--- src/design/scc_pkg.sv ---
package scc_pkg;

  localparam int DefMaxGroup = 16;
  localparam int DefMaxRows  = 4096;
  localparam int QueueDepth  = 2;
  localparam int QuotW       = 17;

  localparam logic [2:0] REG_METHOD      = 3'd0;
  localparam logic [2:0] REG_GROUP_SIZE  = 3'd1;
  localparam logic [2:0] REG_AMP_MIN     = 3'd2;
  localparam logic [2:0] REG_AMP_MAX     = 3'd3;
  localparam logic [2:0] REG_MARKER_LOW  = 3'd4;
  localparam logic [2:0] REG_MARKER_HIGH = 3'd5;
  localparam logic [2:0] REG_WIDE        = 3'd6;

  localparam logic [1:0] MODE_RSS  = 2'd0;
  localparam logic [1:0] MODE_MAX  = 2'd1;
  localparam logic [1:0] MODE_PASS = 2'd2;

  typedef struct packed {
    logic [23:0] sample;
    logic        last_of_column;
  } in_item_t;

  typedef struct packed {
    logic [7:0]  red;
    logic [7:0]  green;
    logic [7:0]  blue;
    logic [11:0] row;
    logic        last_pixel;
  } out_item_t;

  typedef struct packed {
    logic [1:0]         method;
    logic [4:0]         group_size;
    logic [23:0]        amp_min;
    logic [23:0]        amp_max;
    logic signed [13:0] marker_low_row;
    logic signed [13:0] marker_high_row;
    logic               wide_markers;
  } cfg_t;

  function automatic logic [7:0] sat8(input logic [10:0] x);
    sat8 = (x > 11'd255) ? 8'd255 : x[7:0];
  endfunction

  // Jet colormap on v in Q1.16 (0..65536), channels truncated.
  function automatic logic [23:0] jet(input logic [16:0] v);
    logic [16:0] t;
    logic [10:0] r, g, b;
    r = '0; g = '0; b = '0; t = '0;
    if (v < 17'd8192) begin
      b = 11'd128 + 11'(v >> 6);
    end else if (v < 17'd24576) begin
      b = 11'd255;
      t = v - 17'd8192;
      g = 11'(t >> 6);
    end else if (v < 17'd40960) begin
      t = v - 17'd24576;
      r = 11'(t >> 6);
      g = 11'd255;
      t = 17'd40960 - v;
      b = 11'(t >> 6);
    end else if (v < 17'd57344) begin
      r = 11'd255;
      t = 17'd57344 - v;
      g = 11'(t >> 6);
    end else begin
      t = 17'd73728 - v;
      r = 11'(t >> 6);
    end
    jet = {sat8(r), sat8(g), sat8(b)};
  endfunction

endpackage

--- src/design/scc_fifo.sv ---
module scc_fifo
  import scc_pkg::*;
#(
  parameter int W     = 8,
  parameter int DEPTH = QueueDepth
) (
  input  logic         clk,
  input  logic         rst_n,
  input  logic         wr_en,
  input  logic [W-1:0] wr_data,
  input  logic         rd_en,
  output logic [W-1:0] rd_data,
  output logic         full,
  output logic         empty
);
  localparam int AW = (DEPTH > 1) ? $clog2(DEPTH) : 1;
  localparam int CW = $clog2(DEPTH + 1);

  logic [W-1:0]  mem_r [DEPTH];
  logic [AW-1:0] wp_r, rp_r;
  logic [CW-1:0] cnt_r;
  logic          do_wr, do_rd;

  assign full    = (cnt_r == CW'(DEPTH));
  assign empty   = (cnt_r == '0);
  assign rd_data = mem_r[rp_r];
  assign do_wr   = wr_en && !full;
  assign do_rd   = rd_en && !empty;

  always_ff @(posedge clk) begin
    if (do_wr) begin
      mem_r[wp_r] <= wr_data;
    end
  end

  always_ff @(posedge clk) begin
    if (!rst_n) begin
      wp_r  <= '0;
      rp_r  <= '0;
      cnt_r <= '0;
    end else begin
      if (do_wr) begin
        wp_r <= (wp_r == AW'(DEPTH - 1)) ? '0 : wp_r + 1'b1;
      end
      if (do_rd) begin
        rp_r <= (rp_r == AW'(DEPTH - 1)) ? '0 : rp_r + 1'b1;
      end
      if (do_wr && !do_rd) begin
        cnt_r <= cnt_r + 1'b1;
      end else if (do_rd && !do_wr) begin
        cnt_r <= cnt_r - 1'b1;
      end
    end
  end

endmodule

--- src/design/scc_front.sv ---
module scc_front
  import scc_pkg::*;
#(
  parameter int MAX_GROUP = DefMaxGroup,
  parameter int MAX_ROWS  = DefMaxRows,
  parameter int GW        = $clog2(MAX_GROUP + 1),
  parameter int SUM_W     = 48 + GW,
  parameter int RW        = $clog2(MAX_ROWS),
  parameter int JW        = SUM_W + RW + 2
) (
  input  logic          clk,
  input  logic          rst_n,
  input  cfg_t          cfg,
  input  logic [GW-1:0] eff_g,
  input  logic          accept,
  input  in_item_t      item,
  output logic          job_push,
  output logic [JW-1:0] job_data
);
  logic [SUM_W-1:0] sum_r, sum_nxt, sum_add;
  logic [23:0]      max_r, max_nxt, max_new;
  logic [GW-1:0]    fill_r, fill_nxt, fill_inc;
  logic [RW-1:0]    row_r, row_nxt;
  logic [47:0]      sq;
  logic [1:0]       mode;
  logic [SUM_W-1:0] val;
  logic             done;

  always_comb begin
    mode     = (cfg.method == 2'd3) ? MODE_PASS : cfg.method;
    sq       = item.sample * item.sample;
    sum_add  = sum_r + SUM_W'(sq);
    max_new  = (item.sample > max_r) ? item.sample : max_r;
    fill_inc = fill_r + 1'b1;
    done     = (fill_inc >= eff_g);
    sum_nxt  = sum_r;
    max_nxt  = max_r;
    fill_nxt = fill_r;
    row_nxt  = row_r;
    job_push = 1'b0;
    unique case (mode)
      MODE_RSS: val = sum_add;
      MODE_MAX: val = SUM_W'(max_new);
      default:  val = SUM_W'(item.sample);
    endcase
    if (accept) begin
      if (mode == MODE_PASS) begin
        job_push = 1'b1;
        sum_nxt  = '0;
        max_nxt  = '0;
        fill_nxt = '0;
      end else if (done) begin
        job_push = 1'b1;
        sum_nxt  = '0;
        max_nxt  = '0;
        fill_nxt = '0;
      end else begin
        sum_nxt  = sum_add;
        max_nxt  = max_new;
        fill_nxt = fill_inc;
      end
      if (job_push && row_r != RW'(MAX_ROWS - 1)) begin
        row_nxt = row_r + 1'b1;
      end
      // End of column: drop any partial group and restart rows.
      if (item.last_of_column) begin
        sum_nxt  = '0;
        max_nxt  = '0;
        fill_nxt = '0;
        row_nxt  = '0;
      end
    end
    job_data = {val, (mode == MODE_RSS), row_r, item.last_of_column};
  end

  always_ff @(posedge clk) begin
    if (!rst_n) begin
      sum_r  <= '0;
      max_r  <= '0;
      fill_r <= '0;
      row_r  <= '0;
    end else begin
      sum_r  <= sum_nxt;
      max_r  <= max_nxt;
      fill_r <= fill_nxt;
      row_r  <= row_nxt;
    end
  end

endmodule

--- src/design/scc_back.sv ---
module scc_back
  import scc_pkg::*;
#(
  parameter int MAX_GROUP = DefMaxGroup,
  parameter int MAX_ROWS  = DefMaxRows,
  parameter int GW        = $clog2(MAX_GROUP + 1),
  parameter int SUM_W     = 48 + GW,
  parameter int RW        = $clog2(MAX_ROWS),
  parameter int JW        = SUM_W + RW + 2
) (
  input  logic          clk,
  input  logic          rst_n,
  input  cfg_t          cfg,
  input  logic [GW-1:0] eff_g,
  input  logic          job_empty,
  input  logic [JW-1:0] job_data,
  output logic          job_pop,
  input  logic          out_pop,
  output logic          out_empty,
  output out_item_t     out_item
);
  localparam int SQ_W = SUM_W + (SUM_W % 2);
  localparam int TW   = SQ_W / 2;
  localparam int NW   = $clog2(TW + 1);
  localparam int KW   = $clog2(QuotW + 1);

  localparam logic [2:0] S_IDLE  = 3'd0;
  localparam logic [2:0] S_MULG  = 3'd1;
  localparam logic [2:0] S_SQT   = 3'd2;
  localparam logic [2:0] S_SQV   = 3'd3;
  localparam logic [2:0] S_CLAMP = 3'd4;
  localparam logic [2:0] S_DIV   = 3'd5;
  localparam logic [2:0] S_COLOR = 3'd6;

  logic [2:0]       st_r, st_nxt;
  logic [SUM_W-1:0] jval_r;
  logic [RW-1:0]    row_r;
  logic             last_r;
  logic [47:0]      am2_r;
  logic [SQ_W-1:0]  x_r;
  logic [TW+1:0]    rem_r, rem_sh, trial;
  logic [TW-1:0]    root_r, top_r, val_r;
  logic [NW-1:0]    ncnt_r;
  logic [TW:0]      dr_r, dsub;
  logic [TW-1:0]    den_r;
  logic [QuotW-1:0] q_r;
  logic [KW-1:0]    kcnt_r;
  logic             out_valid_r;
  out_item_t        out_r;

  logic [TW-1:0]     lo, cv;
  logic              dge;
  logic signed [17:0] rs, ml, mh;
  logic              hit_l, hit_h, can_out;
  logic [23:0]       rgb;

  assign job_pop   = (st_r == S_IDLE) && !job_empty;
  assign out_empty = !out_valid_r;
  assign out_item  = out_r;
  assign can_out   = !out_valid_r || out_pop;

  always_comb begin
    // One step of the bit-pair square root.
    rem_sh = {rem_r[TW-1:0], x_r[SQ_W-1 -: 2]};
    trial  = {root_r, 2'b01};
    lo     = TW'(cfg.amp_min);
    if (val_r < lo) begin
      cv = lo;
    end else if (val_r > top_r) begin
      cv = top_r;
    end else begin
      cv = val_r;
    end
    dge  = (dr_r >= {1'b0, den_r});
    dsub = dge ? (dr_r - {1'b0, den_r}) : dr_r;
    rs   = signed'(18'(row_r));
    ml   = 18'(cfg.marker_low_row);
    mh   = 18'(cfg.marker_high_row);
    if (cfg.wide_markers) begin
      hit_l = (rs >= ml - 18'sd1) && (rs <= ml + 18'sd1);
      hit_h = (rs >= mh - 18'sd1) && (rs <= mh + 18'sd1);
    end else begin
      hit_l = (rs == ml);
      hit_h = (rs == mh);
    end
    rgb = (hit_l || hit_h) ? 24'hFFFFFF : jet(q_r);
    st_nxt = st_r;
    unique case (st_r)
      S_IDLE:  if (!job_empty) st_nxt = job_data[RW+1] ? S_MULG : S_CLAMP;
      S_MULG:  st_nxt = S_SQT;
      S_SQT:   if (ncnt_r == '0) st_nxt = S_SQV;
      S_SQV:   if (ncnt_r == '0) st_nxt = S_CLAMP;
      S_CLAMP: st_nxt = (top_r > lo) ? S_DIV : S_COLOR;
      S_DIV:   if (kcnt_r == KW'(1)) st_nxt = S_COLOR;
      S_COLOR: if (can_out) st_nxt = S_IDLE;
      default: st_nxt = S_IDLE;
    endcase
  end

  always_ff @(posedge clk) begin
    unique case (st_r)
      S_IDLE: begin
        jval_r <= job_data[JW-1 -: SUM_W];
        row_r  <= job_data[RW:1];
        last_r <= job_data[0];
        am2_r  <= cfg.amp_max * cfg.amp_max;
        top_r  <= TW'(cfg.amp_max);
        val_r  <= TW'(job_data[JW-SUM_W +: 24]);
      end
      S_MULG: begin
        x_r    <= SQ_W'(am2_r * eff_g);
        rem_r  <= '0;
        root_r <= '0;
        ncnt_r <= NW'(TW);
      end
      S_SQT, S_SQV: begin
        if (ncnt_r == '0) begin
          // Hand the finished root on, load the group value for the next pass.
          if (st_r == S_SQT) begin
            top_r <= root_r;
          end else begin
            val_r <= root_r;
          end
          x_r    <= SQ_W'(jval_r);
          rem_r  <= '0;
          root_r <= '0;
          ncnt_r <= NW'(TW);
        end else begin
          x_r    <= x_r << 2;
          ncnt_r <= ncnt_r - 1'b1;
          if (rem_sh >= trial) begin
            rem_r  <= rem_sh - trial;
            root_r <= {root_r[TW-2:0], 1'b1};
          end else begin
            rem_r  <= rem_sh;
            root_r <= {root_r[TW-2:0], 1'b0};
          end
        end
      end
      S_CLAMP: begin
        dr_r   <= {1'b0, cv - lo};
        den_r  <= top_r - lo;
        q_r    <= '0;
        kcnt_r <= KW'(QuotW);
      end
      S_DIV: begin
        q_r    <= {q_r[QuotW-2:0], dge};
        dr_r   <= {dsub[TW-1:0], 1'b0};
        kcnt_r <= kcnt_r - 1'b1;
      end
      default: begin
      end
    endcase
    if (st_r == S_COLOR && can_out) begin
      out_r <= '{red: rgb[23:16], green: rgb[15:8], blue: rgb[7:0],
                 row: 12'(row_r), last_pixel: last_r};
    end
  end

  always_ff @(posedge clk) begin
    if (!rst_n) begin
      st_r        <= S_IDLE;
      out_valid_r <= 1'b0;
    end else begin
      st_r <= st_nxt;
      if (st_r == S_COLOR && can_out) begin
        out_valid_r <= 1'b1;
      end else if (out_pop) begin
        out_valid_r <= 1'b0;
      end
    end
  end

  // The quotient stays within 0..65536; skipping the divider leaves it zero.
  a_q_range: assert property (@(posedge clk) disable iff (!rst_n)
    st_r == S_COLOR |-> q_r <= QuotW'(65536)) else $error("quotient out of range");
  a_pop_idle: assert property (@(posedge clk) disable iff (!rst_n)
    job_pop |-> st_r == S_IDLE && !job_empty) else $error("pop while busy");
  a_out_hold: assert property (@(posedge clk) disable iff (!rst_n)
    out_valid_r && !out_pop |=> out_valid_r && $stable(out_r))
    else $error("waiting result lost");

endmodule

--- src/design/spectrogram_column_colorizer_top.sv ---
// Spectrogram column colorizer. Bins (unsigned Q8.16) enter through a queue-
// style port, one per cycle whenever in_full is low; the front end sums the
// squares or takes the maximum over a group, or passes each bin on alone, and
// hands every finished group to a two-entry job queue. The back end turns each
// job into one jet-colormap pixel with its row index: maximum and per-bin modes
// run a 17-step divider, and root-sum-of-squares mode runs two fixed 27-step
// bit-pair square roots before it; the divider is skipped when the scale is
// empty. Bins are taken at one per cycle until the job queue fills; after
// that the back end sets the sustained rate, and a pixel that waits to be
// popped holds the back end. Markers paint white rows. A partial group at the
// end of a column is dropped. Write configuration only while no job is pending.
module spectrogram_column_colorizer_top
  import scc_pkg::*;
#(
  parameter int MAX_GROUP = DefMaxGroup,
  parameter int MAX_ROWS  = DefMaxRows
) (
  input  logic        clk,
  input  logic        rst_n,
  input  logic        in_push,
  input  in_item_t    in_item,
  output logic        in_full,
  output logic        out_empty,
  input  logic        out_pop,
  output out_item_t   out_item,
  input  logic        cfg_we,
  input  logic [2:0]  cfg_index,
  input  logic [23:0] cfg_wdata
);
  localparam int GW    = $clog2(MAX_GROUP + 1);
  localparam int SUM_W = 48 + GW;
  localparam int RW    = $clog2(MAX_ROWS);
  localparam int JW    = SUM_W + RW + 2;

  cfg_t          cfg_r;
  logic [GW-1:0] eff_g;
  logic          job_push, job_pop, job_empty;
  logic [JW-1:0] job_in, job_out;

  // Configuration registers; unknown indexes drop.
  always_ff @(posedge clk) begin
    if (!rst_n) begin
      cfg_r <= '{method: MODE_PASS, group_size: 5'd1, amp_min: 24'd0,
                 amp_max: 24'd6553600, marker_low_row: -14'sd2,
                 marker_high_row: -14'sd2, wide_markers: 1'b1};
    end else if (cfg_we) begin
      unique case (cfg_index)
        REG_METHOD:      cfg_r.method          <= cfg_wdata[1:0];
        REG_GROUP_SIZE:  cfg_r.group_size      <= cfg_wdata[4:0];
        REG_AMP_MIN:     cfg_r.amp_min         <= cfg_wdata;
        REG_AMP_MAX:     cfg_r.amp_max         <= cfg_wdata;
        REG_MARKER_LOW:  cfg_r.marker_low_row  <= signed'(cfg_wdata[13:0]);
        REG_MARKER_HIGH: cfg_r.marker_high_row <= signed'(cfg_wdata[13:0]);
        REG_WIDE:        cfg_r.wide_markers    <= cfg_wdata[0];
        default: begin
        end
      endcase
    end
  end

  // Effective group size: zero acts as one, clip at the maximum.
  always_comb begin
    if (cfg_r.group_size == 5'd0) begin
      eff_g = GW'(1);
    end else if (8'(cfg_r.group_size) > 8'(MAX_GROUP)) begin
      eff_g = GW'(MAX_GROUP);
    end else begin
      eff_g = GW'(cfg_r.group_size);
    end
  end

  scc_front #(.MAX_GROUP(MAX_GROUP), .MAX_ROWS(MAX_ROWS)) u_front (
    .clk(clk), .rst_n(rst_n), .cfg(cfg_r), .eff_g(eff_g),
    .accept(in_push && !in_full), .item(in_item),
    .job_push(job_push), .job_data(job_in)
  );

  scc_fifo #(.W(JW), .DEPTH(QueueDepth)) u_queue (
    .clk(clk), .rst_n(rst_n), .wr_en(job_push), .wr_data(job_in),
    .rd_en(job_pop), .rd_data(job_out), .full(in_full), .empty(job_empty)
  );

  scc_back #(.MAX_GROUP(MAX_GROUP), .MAX_ROWS(MAX_ROWS)) u_back (
    .clk(clk), .rst_n(rst_n), .cfg(cfg_r), .eff_g(eff_g),
    .job_empty(job_empty), .job_data(job_out), .job_pop(job_pop),
    .out_pop(out_pop), .out_empty(out_empty), .out_item(out_item)
  );

endmodule
--- config.mk ---
export PLATFORM = sky130hd
export DESIGN_NAME = spectrogram_column_colorizer_top
export DESIGN_NICKNAME = d
export VERILOG_FILES = /design/src/design/scc_pkg.sv /design/src/design/scc_fifo.sv /design/src/design/scc_front.sv /design/src/design/scc_back.sv /design/src/design/spectrogram_column_colorizer_top.sv
export SDC_FILE = /design/constraint.sdc
export NUM_CORES = 2
export LEC_CHECK = 0
export ABC_AREA = 1
export BUFFER_PORTS_ARGS = -buffer_cell sky130_fd_sc_hd__buf_2
export CAP_MARGIN = 15
export CELL_PAD_IN_SITES_DETAIL_PLACEMENT = 0
export CELL_PAD_IN_SITES_GLOBAL_PLACEMENT = 1
export CORE_MARGIN = 2
export CORE_UTILIZATION = 55
export DETAILED_ROUTE_END_ITERATION = 7
export GPL_TIMING_DRIVEN = 0
export PLACE_DENSITY_LB_ADDON = 0.1
export SETUP_SLACK_MARGIN = 0.1
export SYNTH_ARGS = -nofsm -noshare
export SYNTH_HDL_FRONTEND = slang
export SYNTH_SLANG_ARGS = --single-unit
--- constraint.sdc ---
create_clock -name clk -period 17.78 [get_ports clk]
set_input_delay 2.667 -clock clk [delete_from_list [all_inputs] [get_ports clk]]
set_output_delay 2.667 -clock clk [all_outputs]
set_load 0.02 [all_outputs]
# Word-level counts from Yosys, hierarchy flattened
# Memory sizes are Yosys's and may differ from the RTL's. A register that Yosys moved wholly into a read port is not among the register bits.
# Cells that the tools add are included.
# word_totals
n_memories	1
regBits	581
wordCells	226
output_inout_bits	39
inputBits	57
ramBits	134
# op_classes
multipliers	3
addsub	23
n_eq_ne	28
n_reduce_logical	44
n_lt_le_gt_ge	19
n_mux	73
# mem_list
name	words	width	read_ports	rd_clocked_by_memory_dff	write_ports	line_no	rtl
u_queue.mem_r	2	67	1	1	1	scc_fifo.sv:19	logic [W-1:0] mem_r [DEPTH];
# op_table
operator	count
$mux W27	10
$pmux W27 S2	4
$mux W53	3
$mux W11	11
$pmux W54 S2	1
$pmux W53 S2	1
$mul A24 B24 Y48	2
$mux W24	4
$pmux W28 S2	1
$mux W54	1
$sub A27 B24 Y27	2
$sub A27 B27 Y27	2
$add A53 B48 Y53	1
$mul A48 B5 Y53	1
$ge A13 B18 Y1	2
$le A13 B18 Y1	2
$lt A17 B16 Y1 const B	2
$pmux W17 S2	1
$sub A16 B17 Y17 const A	2
$gt A11 B8 Y1 const B	3
$add A14 B2 Y15 const B	2
$mux W5	6
$sub A14 B2 Y15 const B	2
$ge A29 B29 Y1	1
other kinds (46)	123

# Logic depth before layout (Yosys ltp)
# depth
word_depth	13
ltp_mapped	33
mapped_depth_nobuf	31

# Cells and area by module
# A second synthesis with hierarchy kept.
# unflattened
hier_cells	10402
hier_area_um2	84227.0
# by_module_without_submodules
module	seq_area_each_um2	n_inst	cells_per_inst	area_per_inst_um2
scc_back	11911.4	1	6270	50780.0
scc_front	1881.8	1	3409	24863.8
scc_fifo	4124.0	1	246	5188.7
spectrogram_column_colorizer_top	1681.6	1	477	3394.5

# Worst setup path before layout
# OpenSTA, ideal clock, no wires.
# synth_path
path_type	input to register
start	input in_item[3] in the netlist's numbering
end	memory u_queue.mem_r[0][43] in the netlist's numbering (data pin)
arrival_time_ns	8.497
setup_ns	0.270
path_slack_ns	9.013
stages	25
required_ns	17.510
path_cell_list	clkbuf_1 clkbuf_1 nand2_1 fa_1 inv_1 fa_1 inv_1 fa_1 fa_1 fa_1 inv_1 fa_1 inv_1 fa_1 inv_1 ha_1 a21oi_1 o21ai_0 a21oi_1 nand2_1 a21oi_1 o21ai_0 or2_2 nand2_1 nor2_1
# synth_via
elab_chain_len	3
# synth_rtl
item	line_no	rtl
from (decl)	spectrogram_column_colorizer_top.sv:21	input in_item_t in_item,
$mul A24 B24 Y48	scc_front.sv:31	sq = item.sample * item.sample;
$add A53 B48 Y53	scc_front.sv:32	sum_add = sum_r + SUM_W'(sq);
$pmux W53 S2	scc_front.sv:41	unique case (mode)
named net job_in[43]	spectrogram_column_colorizer_top.sv:38	logic [JW-1:0] job_in, job_out;
to (decl)	scc_fifo.sv:19	
# The timed path passes the listed nets, and every way through them passes these cells.

# Final worst setup path
# layout_path
start	input in_item[18] in the netlist's numbering
end	memory u_queue.mem_r[1][52] in the netlist's numbering (data pin)
# Same word-level chain as after synthesis.

==> results by group <==
Status
  – Status: completed

Global route
  – Initial antenna violation count: 12
  – Grt ovf: 0
  – Largest net degree at the start of global routing: 37
  – First-pass GRT wire length: 408 mm
  – GRT Total Usage: 0.354
  – Number of global-route vias before repair: 68.8k

Critical path
  – CP max FO: 10
  – Setup CP Type: primary input to flip-flop
  – Crit-path max cell delay: 0.62 ns
  – Worst endpoint required time: 18.21 ns
  – Crit path max-delay cell type: clkbuf_1
  – Most used cell along the critical path: fa_1
  – Crit path DAT: 10.78 ns
  – Worst setup SP type: primary input
  – Crit end category: flip-flop

Detailed routing
  – DRT iter0 DRCs: 6,194
  – Vias per cell: 5.57
  – Vias: 68.0k
  – WL/cell: 21.9 um
  – Final WL: 267 mm
  – DRC: 0
  – Final ANT Viol Nets: 0
  – TritonRoute pass-1 iters: 8

Cells and area
  – Area grow syn2layout: 7.61%
  – Layout cells sized above 1: 0.0440
  – Register area: 0.0196 mm^2
  – Fin area: 0.0887 mm^2
  – Filler cells: 13.8k
  – Final core utilization: 0.594
  – NumNets Final: 11.9k
  – Area of the multi-input gates: 0.0529 mm^2

Place
  – Placed inst area: 0.0857 mm^2
  – IO buf count: 95
  – DPL Wire Length: 222 mm
  – GP Congestion: 0.996

Timing
  – Crit path time final: 10.35 ns
  – Period utilization: 0.582
  – Peak Freq: 96.6 MHz
  – RSZ-0062 raised after global routing: false
  – # setup viols final: 0
  – Worst slew pin tran: 1.22 ns
  – Slew HR: 0.186
  – Fin. max-slew vios: 0
  – Final Hold Vio Count: 0
  – Final setup skew: 0.0622 ns
  – Setup TNS: 0 ns

Die
  – Core area: 0.149 mm^2
  – Row Count: 142
  – Initial Util: 0.552
  – DIE HEIGHT: 391 um
  – Num ports: 96
  – Die ar.: 0.153 mm^2
  – Die width: 391 um

Logic synthesis
  – Seq/Total Area, Yosys: 0.238
  – Yosys top cell by area: fa_1
  – Prevailing post-synth register cell: edfxtp_1
  – Synthesis-stage register bit count: 715
  – Share of the synthesized area in the top cell type: 0.250
  – Post-synth top cells: 2,316 x inv_1, 1,996 x nand2_1, 1,030 x fa_1
  – Synth Area in Compound Gates: 0.0913
  – Post-synthesis async set-or-reset flop share: 0
  – Largest family of logic cells by synthesized area: adder cells
  – Syn Area/Cell: 8.25 um^2
  – Total number of yosys warnings: 0
  – Synth Area in XOR/XNOR: 0.0247
  – Simple-Gate Fraction of Synth Area: 0.165
  – Count of cell types in the netlist: 71
  – Top cells by area, synth: fa_1 25%, edfxtp_1 19%, inv_1 11%, ha_1 10%, nand2_1 9.1%
  – Count leader, synth: inv_1
  – Number of synthesized flops with an enable pin: 528
  – Mapped Cells: 9,983
  – Mux share of post-synthesis cell area: 0.00914
  – Mapped cell area: 0.0824 mm^2
  – Post-synthesis adder-cell area fraction: 0.351

Job
  – Max Cap Viol: 0

CTS
  – CTS sink count: 715
  – CTS tree: done
  – TritonCTS buffer count: 84
  – Hold buffers post-CTS: 0
  – Postcts setup bufs: 0
  – H-tree levels: 3
  – Clk pin slew, worst setup/hold paths: 0.06 ns
  – Clock buffer depth: 3
  – Post-cts gate resize count: 0
  – CTS root buffer: clkbuf_16
  – Clk_lat worst skew: 0.72 ns

Hold path
  – Worst hold path class: flip-flop to flip-flop
## stage by stage
| stage | setup slack, ns | hold WS, ns | cells |
|---|---|---|---|
| floorplan | 9.01 | 0.400 | 9986 |
| global route | 7.22 | 0.440 | 12200 |
| detailed placement | 6.98 | 0.411 | 12000 |
| CTS | 7.72 | 0.422 | 12200 |
| finish | 7.43 | 0.421 | 12200 |
| global placement | 6.84 | 0.411 | 12000 |
## metal layers
| metal | track usage | vias to the layer above | part of all wire |
|---|---|---|---|
| li1 | - | 31500 | - |
| met1 | 0.491 | 33400 | 0.42 |
| met2 | 0.561 | 2616 | 0.45 |
| met3 | 0.0588 | 510 | 0.084 |
| met4 | 0.124 | 10 | 0.039 |
| met5 | 0.00638 | - | 0.00070 |
## critical path, delay by kind of cell
kind | cells | cell delay, ns
AO/OA/AOI/OAI | 5 | 1.58
adder cells (fa/ha/maj) | 8 | 3.98
buffers and inverters | 9 | 1.88
AND/OR/NAND/NOR | 5 | 0.66
## registers in the layout (all words and copies together), names as in the netlist, 3 cells and up, named ones only
signal and cells:
u_back.am2_r 47, u_back.top_r 27, u_front.fill_r 5, u_back.root_r 27, u_back.rem_r 27, u_back.val_r 27
u_back.jval_r 53, u_front.max_r 24, u_back.q_r 17, u_back.kcnt_r 5, u_back.st_r 3, u_back.ncnt_r 5
u_front.row_r 12, u_back.x_r 54, cfg_r 84, u_front.sum_r 53, u_queue.mem_r 134, u_back.out_item 37
u_back.den_r 27, u_back.row_r 12, u_back.dr_r 28
## worst paths after layout
path / cells after the start / to / slack, ns / startpoint
setup / recovery: 27 / u_queue.mem_r[1][52] / 7.43 / in_item[18]
hold / removal: 0 / u_back.out_item[0] / 0.42 / u_back.last_r
setup reg to reg: 24 / u_back.am2_r[36] / 9.39 / cfg_r[39]
hold reg to reg: 0 / u_back.out_item[0] / 0.42 / u_back.last_r
## layout make-up
| class | instances | area share |
|---|---|---|
| inverter | 2331 | 0.0987 |
| buffer | 296 | 0.0139 |
| sequential | 715 | 0.221 |
| clock inverter | 57 | 0.00799 |
| antenna | 7 | 0.000198 |
| multi-input combinational | 6644 | 0.597 |
| timing repair buffer | 116 | 0.00923 |
| clock buffer | 100 | 0.0250 |
| tap | 1944 | 0.0274 |
## cell families (layout without fill, tap and decap cells)
kind of cell | Yosys count | in the layout
other | 2 | 12
and+or+nand+nor | 3315 | 3315
muxes | 67 | 67
buffers and inverters | 2627 | 2900
AOI/OAI and AO/OA | 1334 | 1334
xor gates and xnor gates | 232 | 232
adders and majority gates | 1691 | 1691
DFF | 715 | 715
## layout by cell type (no fill, tap or decap), types with 31 or more instances in the layout
cell       instances
mux2_2            66
o21ai_0          438
dfxtp_1          187
ha_1             661
inv_1           2316
buf_2            121
nor2_1           671
nand2_1         1996
clkbuf_16         85
nand4_1           75
or2_2             31
xnor2_1           78
o21bai_1          63
fa_1            1030
a21o_1            38
edfxtp_1         528
nand3_1          366
nor3_1            78
a31oi_1           51
o211ai_1          88
a21oi_1          548
clkbuf_1         264
xor2_1           154
Power is not shown: default switching activity piles up to over one toggle a cycle in this logic, so the estimate is an artifact.
